File: config.mk
export PLATFORM = sky130hd
export DESIGN_NAME = stc_ctrl
export DESIGN_NICKNAME = d
export VERILOG_FILES = /design/src/rtl/core/stc_pkg.sv /design/src/rtl/core/stc_ctrl.sv
export SDC_FILE = /design/constraint.sdc
export NUM_CORES = 1
export LEC_CHECK = 0
export ABC_AREA = 1
export ABC_CLOCK_PERIOD_IN_PS = 1400
export BUFFER_PORTS_ARGS = -buffer_cell sky130_fd_sc_hd__buf_2
export CAP_MARGIN = 20
export CORE_AREA = 2 2 39 41
export CTS_BUF_LIST = sky130_fd_sc_hd__clkbuf_8
export DETAILED_ROUTE_END_ITERATION = 7
export DIE_AREA = 0 0 41 43
export GPL_TIMING_DRIVEN = 0
export PLACE_DENSITY = 0.62
export REMOVE_ABC_BUFFERS = 1
export SLEW_MARGIN = 25
export SYNTH_ARGS = -nofsm -noshare
export SYNTH_HDL_FRONTEND = slang
export SYNTH_SLANG_ARGS = --single-unit
File: constraint.sdc
create_clock -name clk_i -period 1.4 [get_ports clk_i]
set_input_delay 0.28 -clock clk_i [delete_from_list [all_inputs] [get_ports clk_i]]
set_output_delay 0.28 -clock clk_i [all_outputs]
set_load 0.05 [all_outputs]
File: src/rtl/core/stc_pkg.sv
// Shared types, codes and constants of the sprite/tile-map collision core.
package stc_pkg;

  localparam int unsigned MAX_COLUMNS_DEF = 64;
  localparam int unsigned MAX_ROWS_DEF    = 64;
  localparam int unsigned TILE_BITS_DEF   = 16;

  // Pixel coordinate width: layer origin plus 255 tiles of 255 pixels, with headroom.
  localparam int unsigned COORD_W = 20;

  localparam int unsigned CFG_IDX_W  = 3;
  localparam int unsigned CFG_DATA_W = 16;

  // Transform codes at or above this value swap frame width and height.
  localparam logic [2:0] XFORM_SWAP_MIN = 3'd4;

  typedef enum logic [1:0] {
    CMD_WRITE = 2'd0,
    CMD_READ  = 2'd1,
    CMD_CLEAR = 2'd2,
    CMD_TEST  = 2'd3
  } cmd_e;

  typedef enum logic [CFG_IDX_W-1:0] {
    REG_MAP_COLUMNS = 3'd0,
    REG_MAP_ROWS    = 3'd1,
    REG_TILE_WIDTH  = 3'd2,
    REG_TILE_HEIGHT = 3'd3,
    REG_LAYER_LEFT  = 3'd4,
    REG_LAYER_TOP   = 3'd5
  } reg_e;

  typedef struct packed {
    cmd_e               cmd;
    logic signed [15:0] cell_column;
    logic signed [15:0] cell_row;
    logic signed [15:0] tile_value;
    logic [7:0]         span_columns;
    logic [7:0]         span_rows;
    logic signed [15:0] sprite_left;
    logic signed [15:0] sprite_top;
    logic [11:0]        frame_width;
    logic [11:0]        frame_height;
    logic [2:0]         transform;
  } in_word_t;

  typedef struct packed {
    logic signed [15:0] read_value;
    logic               hit;
  } out_word_t;

  typedef struct packed {
    logic init_step;
    logic accept;
    logic scan_step;
    logic scan_test;
    logic load_read;
    logic load_out;
  } ctrl_cmd_t;

  typedef struct packed {
    logic init_last;
    logic start_empty;
    logic scan_last;
    logic hit;
  } ctrl_stat_t;

endpackage

File: src/rtl/core/stc_ctrl.sv
// Controller: reset clearing pass, command sequencing and output handshake.
module stc_ctrl (
  input  logic                clk_i,
  input  logic                rst_ni,
  input  logic                in_valid_i,
  input  stc_pkg::cmd_e       in_cmd_i,
  output logic                in_ready_o,
  output logic                out_valid_o,
  input  logic                out_ready_i,
  input  stc_pkg::ctrl_stat_t stat_i,
  output stc_pkg::ctrl_cmd_t  cmd_o
);
  import stc_pkg::*;

  localparam logic [2:0] ST_INIT   = 3'd0;
  localparam logic [2:0] ST_IDLE   = 3'd1;
  localparam logic [2:0] ST_READ   = 3'd2;
  localparam logic [2:0] ST_SCAN   = 3'd3;
  localparam logic [2:0] ST_DRAIN  = 3'd4;
  localparam logic [2:0] ST_FINISH = 3'd5;

  logic [2:0] state_q, state_d;
  logic       test_q, test_d;
  logic       out_valid_q, out_valid_d;
  logic       out_free;

  assign out_free = !out_valid_q || out_ready_i;

  always_comb begin
    state_d = state_q;
    test_d  = test_q;
    cmd_o   = '0;
    in_ready_o = 1'b0;
    cmd_o.scan_test = test_q;
    unique case (state_q)
      ST_INIT: begin
        cmd_o.init_step = 1'b1;
        if (stat_i.init_last) state_d = ST_IDLE;
      end
      ST_IDLE: begin
        in_ready_o = 1'b1;
        if (in_valid_i) begin
          cmd_o.accept = 1'b1;
          test_d = (in_cmd_i == CMD_TEST);
          unique case (in_cmd_i) inside
            CMD_WRITE: state_d = ST_FINISH;
            CMD_READ:  state_d = ST_READ;
            CMD_CLEAR, CMD_TEST: state_d = stat_i.start_empty ? ST_FINISH : ST_SCAN;
            default:   state_d = ST_FINISH;
          endcase
        end
      end
      ST_READ: begin
        cmd_o.load_read = 1'b1;
        state_d = ST_FINISH;
      end
      ST_SCAN: begin
        // a hit ends the test early; reads still in flight cannot undo it
        if (test_q && stat_i.hit) begin
          state_d = ST_FINISH;
        end else begin
          cmd_o.scan_step = 1'b1;
          if (stat_i.scan_last) state_d = test_q ? ST_DRAIN : ST_FINISH;
        end
      end
      ST_DRAIN: state_d = ST_FINISH;
      ST_FINISH: begin
        if (out_free) begin
          cmd_o.load_out = 1'b1;
          state_d = ST_IDLE;
        end
      end
      default: state_d = ST_IDLE;
    endcase
  end

  always_comb begin
    out_valid_d = out_valid_q;
    if (cmd_o.load_out) begin
      out_valid_d = 1'b1;
    end else if (out_ready_i) begin
      out_valid_d = 1'b0;
    end
  end

  always_ff @(posedge clk_i or negedge rst_ni) begin
    if (!rst_ni) begin
      state_q     <= ST_INIT;
      test_q      <= 1'b0;
      out_valid_q <= 1'b0;
    end else begin
      state_q     <= state_d;
      test_q      <= test_d;
      out_valid_q <= out_valid_d;
    end
  end

  assign out_valid_o = out_valid_q;

endmodule

Word-level counts from Yosys, hierarchy flattened

Index checks and enable logic that the tools add are counted.

Add/subtract/negate cells: 0
Multipliers: 0
Divide/modulo/power cells: 0
Magnitude comparators: 0
Equality and inequality tests: 12
Shift-type cells: 0
Multiplexer cells: 20
Bitwise logic cells: 0
Reductions and logical operators: 9

Operator list:

| kind                 | number |
|---|---|
| $mux W3              | 6 |
| $pmux W3 S5          | 1 |
| $mux W1              | 12 |
| $eq A3 B2 Y1 const B | 2 |
| $eq A3 B3 Y1 const B | 2 |
| $ne A2 B2 Y1 const B | 3 |
| $pmux W3 S2          | 1 |
| $eq A2 B2 Y1 const B | 2 |
| $reduce_and A4 Y1    | 1 |
| $reduce_or A2 Y1     | 2 |
| $eq A3 B1 Y1 const B | 1 |
| $logic_not A3 Y1     | 1 |
| $ne A3 B3 Y1 const B | 1 |
| $eq A2 B1 Y1 const B | 1 |
| $reduce_and A2 Y1    | 1 |
| $reduce_bool A2 Y1   | 1 |
| $logic_and A1 B1 Y1  | 1 |
| $logic_not A1 Y1     | 1 |
| $logic_or A1 B1 Y1   | 1 |

Register bits: 5
Latch bits: 0
Memory bits (writable): 0
Bits in read-only memories: 0
Bits of input ports: 10
Word-level logic and storage cells: 44
Memories: 0

Depth between registers and ports, before layout

Gate-level depths: netlist of the first run.

Word-level depth: 5
Depth in mapped cells: 7
Gate-level depth less buffers: 7

Worst setup path before layout of the first run

No wires, ideal clock.

Kind: register to output
From: register state_q[0]
To: output port cmd_o[1] in the netlist's numbering
Arrival time: 1.572 ns
Data required time: 1.120 ns
Path slack: -0.452 ns
Stages on the path, launching flop included: 3
Buffers on the path: 1
Cell sequence: dfrtp_1 buf_6 nor3_1

RTL lines:

| item                     | RTL line       | source |
|---|---|---|
| start: declaration       | stc_ctrl.sv:22 | `logic [2:0] state_q, state_d;` |
| start signal: assignment | stc_ctrl.sv:92 | `state_q <= state_d;` |
| end: declaration         | stc_ctrl.sv:11 | `output stc_pkg::ctrl_cmd_t cmd_o` |

==> run summary, run 1 <==
On the worst path, the slowest cell contributes a delay of 440 ps. The chip width came out at 41 µm. The mean cell area of the mapped netlist came out at 6.041 µm². The relative slew slack came out at 82.39%. The number of synthesized flops with an enable pin is 0. The count of different cell masters after synthesis is 14.

For this configuration, the core starts out at a cell density of 27.94%. The clock sink count is 5. The slowest stage of the critical path belongs to the cell sky130_fd_sc_hd__dfrtp_2. The total congestion overflow is 0. The DRC violations left came out at 0. Once detail routing completed, the nets flagged for antenna violations numbered 0. The number of levels the H-tree was split into is 1. The slew at the pin with the worst max-slew slack came out at 261.4 ps. For this run, the leading register cell type out of synthesis is sky130_fd_sc_hd__dfrtp_1. The root cell of the clock tree is sky130_fd_sc_hd__clkbuf_8. The critical path goes through buf_6 > nand3_4 > a21oi_2 > buf_6. At the end of the flow the core is filled with cells to 49.37%. The sort of element at the start of the critical path is a flop. The deepest clock path buffer count is 2. The area enclosed by the die boundary is 1763 µm².

The summed instance area of the synthesized netlist is 386.6 µm². The insertion delay to the later sink of the worst-skew pair came out at 220 ps. In this run the power density over the cells is 2553 nW/µm². The count of max-cap constraint violations came out at 0. In this run, synthesis produced a sequential element count of 5.

The area of the core is 1384 µm². The final number of setup-violating endpoints is 4. The number of design-rule violations left by the first detailed-router iteration is 10.

After synthesis, the cell types taking the most area are sky130_fd_sc_hd__dfrtp_1, sky130_fd_sc_hd__nand2_1, sky130_fd_sc_hd__nor2_1, sky130_fd_sc_hd__nand3_1, sky130_fd_sc_hd__inv_1. Once placement finished, the instance area stood at 465.4 µm². The average detailed-routed wire length per instance is 10.00 µm. The number of non-filler instances in the completed layout is 106. After detailed routing, the number of vias per cell comes to 4.462. The area of all placed cells without fillers is 683.2 µm². The total power came out at 1744 µW. The diode insertion count for antenna repair came out at 0. The area share of the largest cell type after synthesis is 32.36%.

The maximum clock skew at final layout came out at 3.747 ps. The global-route total usage across every layer came out at 13.41%. The clock transition at the register clock pins on the worst setup and hold paths after CTS is 40 ps.

After layout, the worst setup slack is -32.01 ps. The first TritonRoute pass finished after 4 iterations. For the worst setup path, the data arrival time is 1150 ps. For this run, the number of Yosys warnings is 0. By count the netlist is led by sky130_fd_sc_hd__nand2_1, sky130_fd_sc_hd__nor2_1, sky130_fd_sc_hd__inv_1, sky130_fd_sc_hd__nand3_1, sky130_fd_sc_hd__dfrtp_1. The checks that failed: setup timing. The routability-driven placement congestion ratio is 0.8172. The static leakage is 0.0003813 µW. The minimum clock period after layout came out at 1432 ps. The data required time at the worst endpoint is 1120 ps.

The detailed placement HPWL is 655.3 µm. In the post-synthesis netlist, the cell with the most instances is sky130_fd_sc_hd__nand2_1. The cell count after synthesis came out at 64. The area growth from synthesis to layout is 76.70%.

The I/O pin count came out at 18. The maximum net fanout on the critical path is 5. The cell that appears most often on the critical path is sky130_fd_sc_hd__buf_6. The clock tree from TritonCTS is done. The worst setup path is captured at a primary output.

The critical setup path kind is reg2out. The min-delay analysis places its worst path in the category in2reg. The summed negative setup slack over all endpoints is -72.54 ps. The wire length of the first global-routing pass is 1566 µm. The TritonCTS buffer count came out at 3. The run finished, with violations left.

Across all layers, the routed design uses 473 vias. The number of hold violations in the final report came out at 0. sky130_fd_sc_hd__dfrtp_1 takes more of the synthesized area than any other cell. The initial antenna violation count was 0. The maximum VDD drop is 0.001219 V. Wires add up to 1060 µm. The area used by sequential logic in the layout came out at 128.9 µm².

The cell count after placement is 94. The die height came out at 43 µm. The maximum number of pins on one net before global-route repair is 9. The share of the clock period used by the worst path is 102.3%. The sequential cell area fraction in the yosys report is 32.36%.

The top achievable clock speed is 698.3 MHz. Setup repair after global routing could not meet its margin everywhere. The count of buffers from port buffering is 17. The net count reported at finish came out at 101.

The fill cell total of the finished layout is 140. The area of the multi-input gates came out at 250.2 µm². The via count of the first global-routing pass is 395. The proportion of layout cells with a drive suffix above 1 is 46.67%. The async set or reset register ratio after synthesis is 100.0%. The placement row count is 14. The final number of max-transition violations is 0.
==> layer usage <==
metal  vias to the layer above  share of wire (%)  global-route usage [%]
met2                        16                 50                   18.13
met4                         0                1.6                   4.000
li1                        248                  -                       -
met3                         2                7.4                   8.377
met5                         -                  0                       0
met1                       207                 40                   17.26
==> metrics by stage <==
step	hold slack (ps)	setup slack, ps
floorplan	-15.59	-416.3
global placement	94.98	39.45
detailed placement	98.15	43.98
CTS	320.7	-16.37
global route	335.0	-82.03
finish	319.0	-32.01
==> cells in the final DEF, fill, tap and decap left out, drive strengths merged <==
cell type	synthesis	layout
a21oi	2	2
nand3	8	8
dfrtp	5	5
nor2	15	15
nor3	1	1
inv	11	12
o21ai	3	3
buf	3	24
clkbuf	0	3
dlygate4sd3	0	1
nand2	15	15
nand4	1	1
==> critical path: cells and delay by family, from the launching register on <==
family,cells,cell delay (ps)
buffers and inverters,2,300
AO/OA/AOI/OAI,1,130
flip-flops,1,440
AND/OR/NAND/NOR,1,70
==> cell type report <==
type	instances	share of cell area, %
well taps	16	2.930
flip-flops and latches	5	18.86
multi-input cells	45	36.63
clock inverters	1	0.5495
inverters	11	6.777
repair buffers	25	28.21
clock buffers	3	6.044
==> what timing repair did <==
item / CTS / global route
buffers inserted: 5 / 2
resized for setup: 26 / 5
hold buffers: 1 / 0
pin swaps: 4 / 5
setup endpoints to repair: 6 / 6
endpoints found under the hold margin: 5 / 0
==> logic make-up after synthesis <==
| group | Yosys count | share of synthesized area [%] |
|---|---|---|
| AO/OA/AOI/OAI | 5 | 6.471 |
| AND/OR/NAND/NOR | 40 | 43.69 |
| buffers and inverters | 14 | 17.47 |
| flip-flops | 5 | 32.36 |
==> state kept, by name, indices dropped and copies added (netlist names) <==
signal	count
state_q	3
out_valid_o	1
test_q	1
==> worst paths after layout <==
| check | slack [ps] | endpoint | cells after the start | start |
|---|---|---|---|---|
| worst max register to register | 110 | state_q[0] | 8 | state_q[0] |
| worst min register to register | 530 | out_valid_o | 2 | out_valid_o |
| worst min-delay path | 320 | test_q | 3 | in_cmd_i[0] |
| max in group asynchronous | 850 | state_q[0] | 2 | rst_ni |
| worst max-delay path | -30 | cmd_o[3] | 4 | state_q[1] |
| min in group asynchronous | 400 | out_valid_o | 2 | rst_ni |
==> power breakdown <==
| part | switching, µW | internal [µW] | total [µW] |
|---|---|---|---|
| Sequential | 116 | 213 | 329 |
| Clock | 72.8 | 188 | 261 |
| Combinational | 698 | 457 | 1150 |
(Power assumes the default switching activity.)
==> run 2: changes to the inputs <==
--- a/config.mk
+++ b/config.mk
@@ -7,14 +7,14 @@
 export LEC_CHECK = 0
 export ABC_AREA = 1
 export ABC_CLOCK_PERIOD_IN_PS = 1400
-export BUFFER_PORTS_ARGS = -buffer_cell sky130_fd_sc_hd__buf_2
 export CAP_MARGIN = 20
 export CORE_AREA = 2 2 39 41
 export CTS_BUF_LIST = sky130_fd_sc_hd__clkbuf_8
 export DETAILED_ROUTE_END_ITERATION = 7
 export DIE_AREA = 0 0 41 43
+export DONT_BUFFER_PORTS = 1
 export GPL_TIMING_DRIVEN = 0
-export PLACE_DENSITY = 0.62
+export PLACE_DENSITY = 0.51
 export REMOVE_ABC_BUFFERS = 1
 export SLEW_MARGIN = 25
 export SYNTH_ARGS = -nofsm -noshare
==> run 2 against run 1 <==
Critical path type unchanged; cell area shrank 16%; clock power grew 2%; the run still ends with setup timing left; total power down 10%; combinational power shrank 26%; hold slack worse by 110 ps; die area unchanged; critical endpoint is now in_ready_o; largest power group unchanged.
==> run summary, run 2 (synthesized netlist as in run 1, its figures left out) <==
The slew at the pin with the worst max-slew slack came out at 529.5 ps (+268.2 ps). On the critical path, the stage with the largest delay is an instance of sky130_fd_sc_hd__dfrtp_2. The setup slack after layout is -108.9 ps (-76.93 ps). The worst hold slack after final layout is 211.6 ps (-107.4 ps). The total vias in the final route is 412 (-13%).

The tree is rooted in a sky130_fd_sc_hd__clkbuf_8. The initial cell density of the core came out at 27.94% (unchanged). The cell family contributing the most delay on the critical path is flip-flops. The maximum VDD drop was 0.0008606 V (-29%). The chip width was 41 µm (unchanged). The number of levels the H-tree was split into is 1 (unchanged). The die height is 43 µm (unchanged). The proportion of layout cells with a drive suffix above 1 is 40.85% (-5.8 points). The number of flip-flops under the largest register name came out at 3 (unchanged). STA classifies the critical path startpoint as a flop. The clock sink count came out at 5 (unchanged). The diode insertion count for antenna repair is 0 (unchanged). The number of design-rule violations left by the first detailed-router iteration came out at 4 (-6). The area used by sequential logic in the layout is 131.4 µm² (+1.9%). The endpoint arrival time on the critical path came out at 1230 ps (+80 ps). The number of hold violations in the final report is 0 (unchanged). The count of buffers from port buffering came to 0 (-17). The area of all placed cells without fillers is 573.1 µm² (-16%). The number of non-filler instances in the completed layout came out at 87 (-18%). The register with the most flip-flops is state_q.

The total congestion overflow came out at 0 (unchanged). Setup repair after global routing could not meet its margin everywhere. The critical path goes through inv_4 > nand2_2 > nor2_4. The wire length of the first global-routing pass came out at 1455 µm (-7.1%).

The cell count after placement was 77 (-18%). The share of the clock period used by the worst path was 107.8% (+5.5 points). The critical path's largest stage delay came out at 460 ps (+20 ps).

The maximum number of pins on one net before global-route repair came out at 9 (unchanged). The first-pass iteration count of the detailed router came out at 2 (-2). The number of vias per cell after detailed routing came out at 4.736 (+6.1%). The library cell used most frequently in the layout, excluding fill and tap cells, is sky130_fd_sc_hd__nand2_1. The total buffers and inverters traversed by the critical path came out at 1 (-1). The clock transition at the register clock pins on the worst setup and hold paths after CTS is 40 ps (about the same). The global-route total usage across every layer is 12.89% (-0.52 points). The routability-driven placement congestion ratio came to 0.7228 (-12%). Leaving out fill and tap cells, the most frequent cells in the layout are sky130_fd_sc_hd__nand2_1, sky130_fd_sc_hd__inv_1, sky130_fd_sc_hd__nor2_1. The insertion delay to the later sink of the worst-skew pair came to 220 ps (about the same).

The run finished, with violations left. The area growth from synthesis to layout came out at 48.22%. The count of max-cap constraint violations was 0 (unchanged).

The checks that failed: setup timing. The maximum net fanout on the critical path is 6 (+1). The area of the core is 1384 µm² (unchanged).

The minimum clock period after layout came out at 1509 ps (+76.93 ps). The static leakage is 0.0002802 µW (-27%). The final number of max-transition violations came out at 0 (unchanged). The I/O pin count is 18 (unchanged). The DRC violations left came out at 0 (unchanged). The placement row count is 14 (unchanged). The deepest clock path buffer count was 2 (unchanged). The final number of setup-violating endpoints came to 6 (+2).

The count of nets left with antenna violations after detail routing came out at 0 (unchanged). The fill cell total of the finished layout is 152 (+8.6%). The detailed placement HPWL came out at 669.1 µm (+2.1%). The areal power density over the cells came out at 2730 nW/µm² (+6.9%). The worst setup slack before clock tree synthesis is -382.7 ps (-426.7 ps).

The average detailed-routed wire length per instance came out at 10.77 µm (+7.7%). The via count of the first global-routing pass is 373 (-5.6%). The area of the multi-input gates came out at 279.0 µm² (+12%). The data required time at the worst endpoint came out at 1120 ps (about the same).

The relative slew slack is 64.58% (-18 points). The post-place instance area came out at 385.4 µm² (-17%). The critical path is of the reg2out type. The maximum clock skew at final layout came out at 0.7416 ps (-3.005 ps).

The top achievable clock speed came to 662.7 MHz (-5.1%). The kind of end point of the critical path is a primary output. The area enclosed by the die boundary was 1763 µm² (unchanged). The TritonCTS buffer count came out at 3 (unchanged). The net count reported at finish came out at 82 (-19%). TritonCTS built the clock tree. The final routed wirelength across all metal layers came to 937 µm (-12%). In this run the worst hold path is classified as in2reg. The reg-to-reg setup timing slack came out at 30 ps (-80 ps). The initial antenna violation count is 0 (unchanged).
[run 2: timing repair]
item | in CTS | in global routing
endpoints found under the setup margin | 9 | 8
buffers inserted | 3 | 2
hold buffers | 1 | 0
resized for setup | 21 | 4
endpoints found under the hold margin | 5 | 0
pin swaps | 5 | 4
[run 2: worst register-to-register path: cells and delay by family (launching register included)]
family                 cells  cell delay (ps)
AND/OR/NAND/NOR            4              620
flip-flops                 1              460
buffers and inverters      1              120
AO/OA/AOI/OAI              1               60
[run 2: metal layers]
metal | vias to the layer above | track usage [%] | share of wire [%]
met2 | 10 | 20.00 | 55
li1 | 207 | - | -
met5 | - | 0 | 0
met3 | 2 | 5.236 | 4.8
met1 | 193 | 12.66 | 38
met4 | 0 | 10.00 | 2.7
[run 2: cell type report]
class | count | area share, %
inverter | 11 | 8.734
sequential | 5 | 22.93
clock inverter | 1 | 0.6550
multi-input combinational | 45 | 48.69
tap | 16 | 3.493
clock buffer | 3 | 7.205
timing repair buffer | 6 | 8.297
[run 2: final timing paths]
check                             from          to  cells past startpoint
min in group asynchronous       rst_ni  state_q[1]                      1
max in group asynchronous       rst_ni  state_q[2]                      1
min                        in_cmd_i[1]      test_q                      2
max                         state_q[2]  in_ready_o                      3
min reg2reg                 state_q[1]  state_q[2]                      3
max reg2reg                 state_q[2]  state_q[0]                      6
[run 2: report_power, final]
| group | internal (µW) | total [µW] | leakage [µW] | switching (µW) |
|---|---|---|---|---|
| Sequential | 217 | 447 | 0.0000551 | 231 |
| Clock | 188 | 266 | 0.0000269 | 77.1 |
| Combinational | 284 | 852 | 0.000198 | 568 |
| Total | 689 | 1560 | 0.000280 | 876 |
[run 2: stage by stage]
stage                     TNS, ps  total power [µW]  utilization [%]
after global placement      -1966             969.0            27.49
after detailed placement    -1614             978.7            27.85
final                      -524.4              1565            41.41
after global routing       -914.1              1673            41.41
after CTS                  -548.6              1510            39.42
after floorplan             -1337             892.1                -
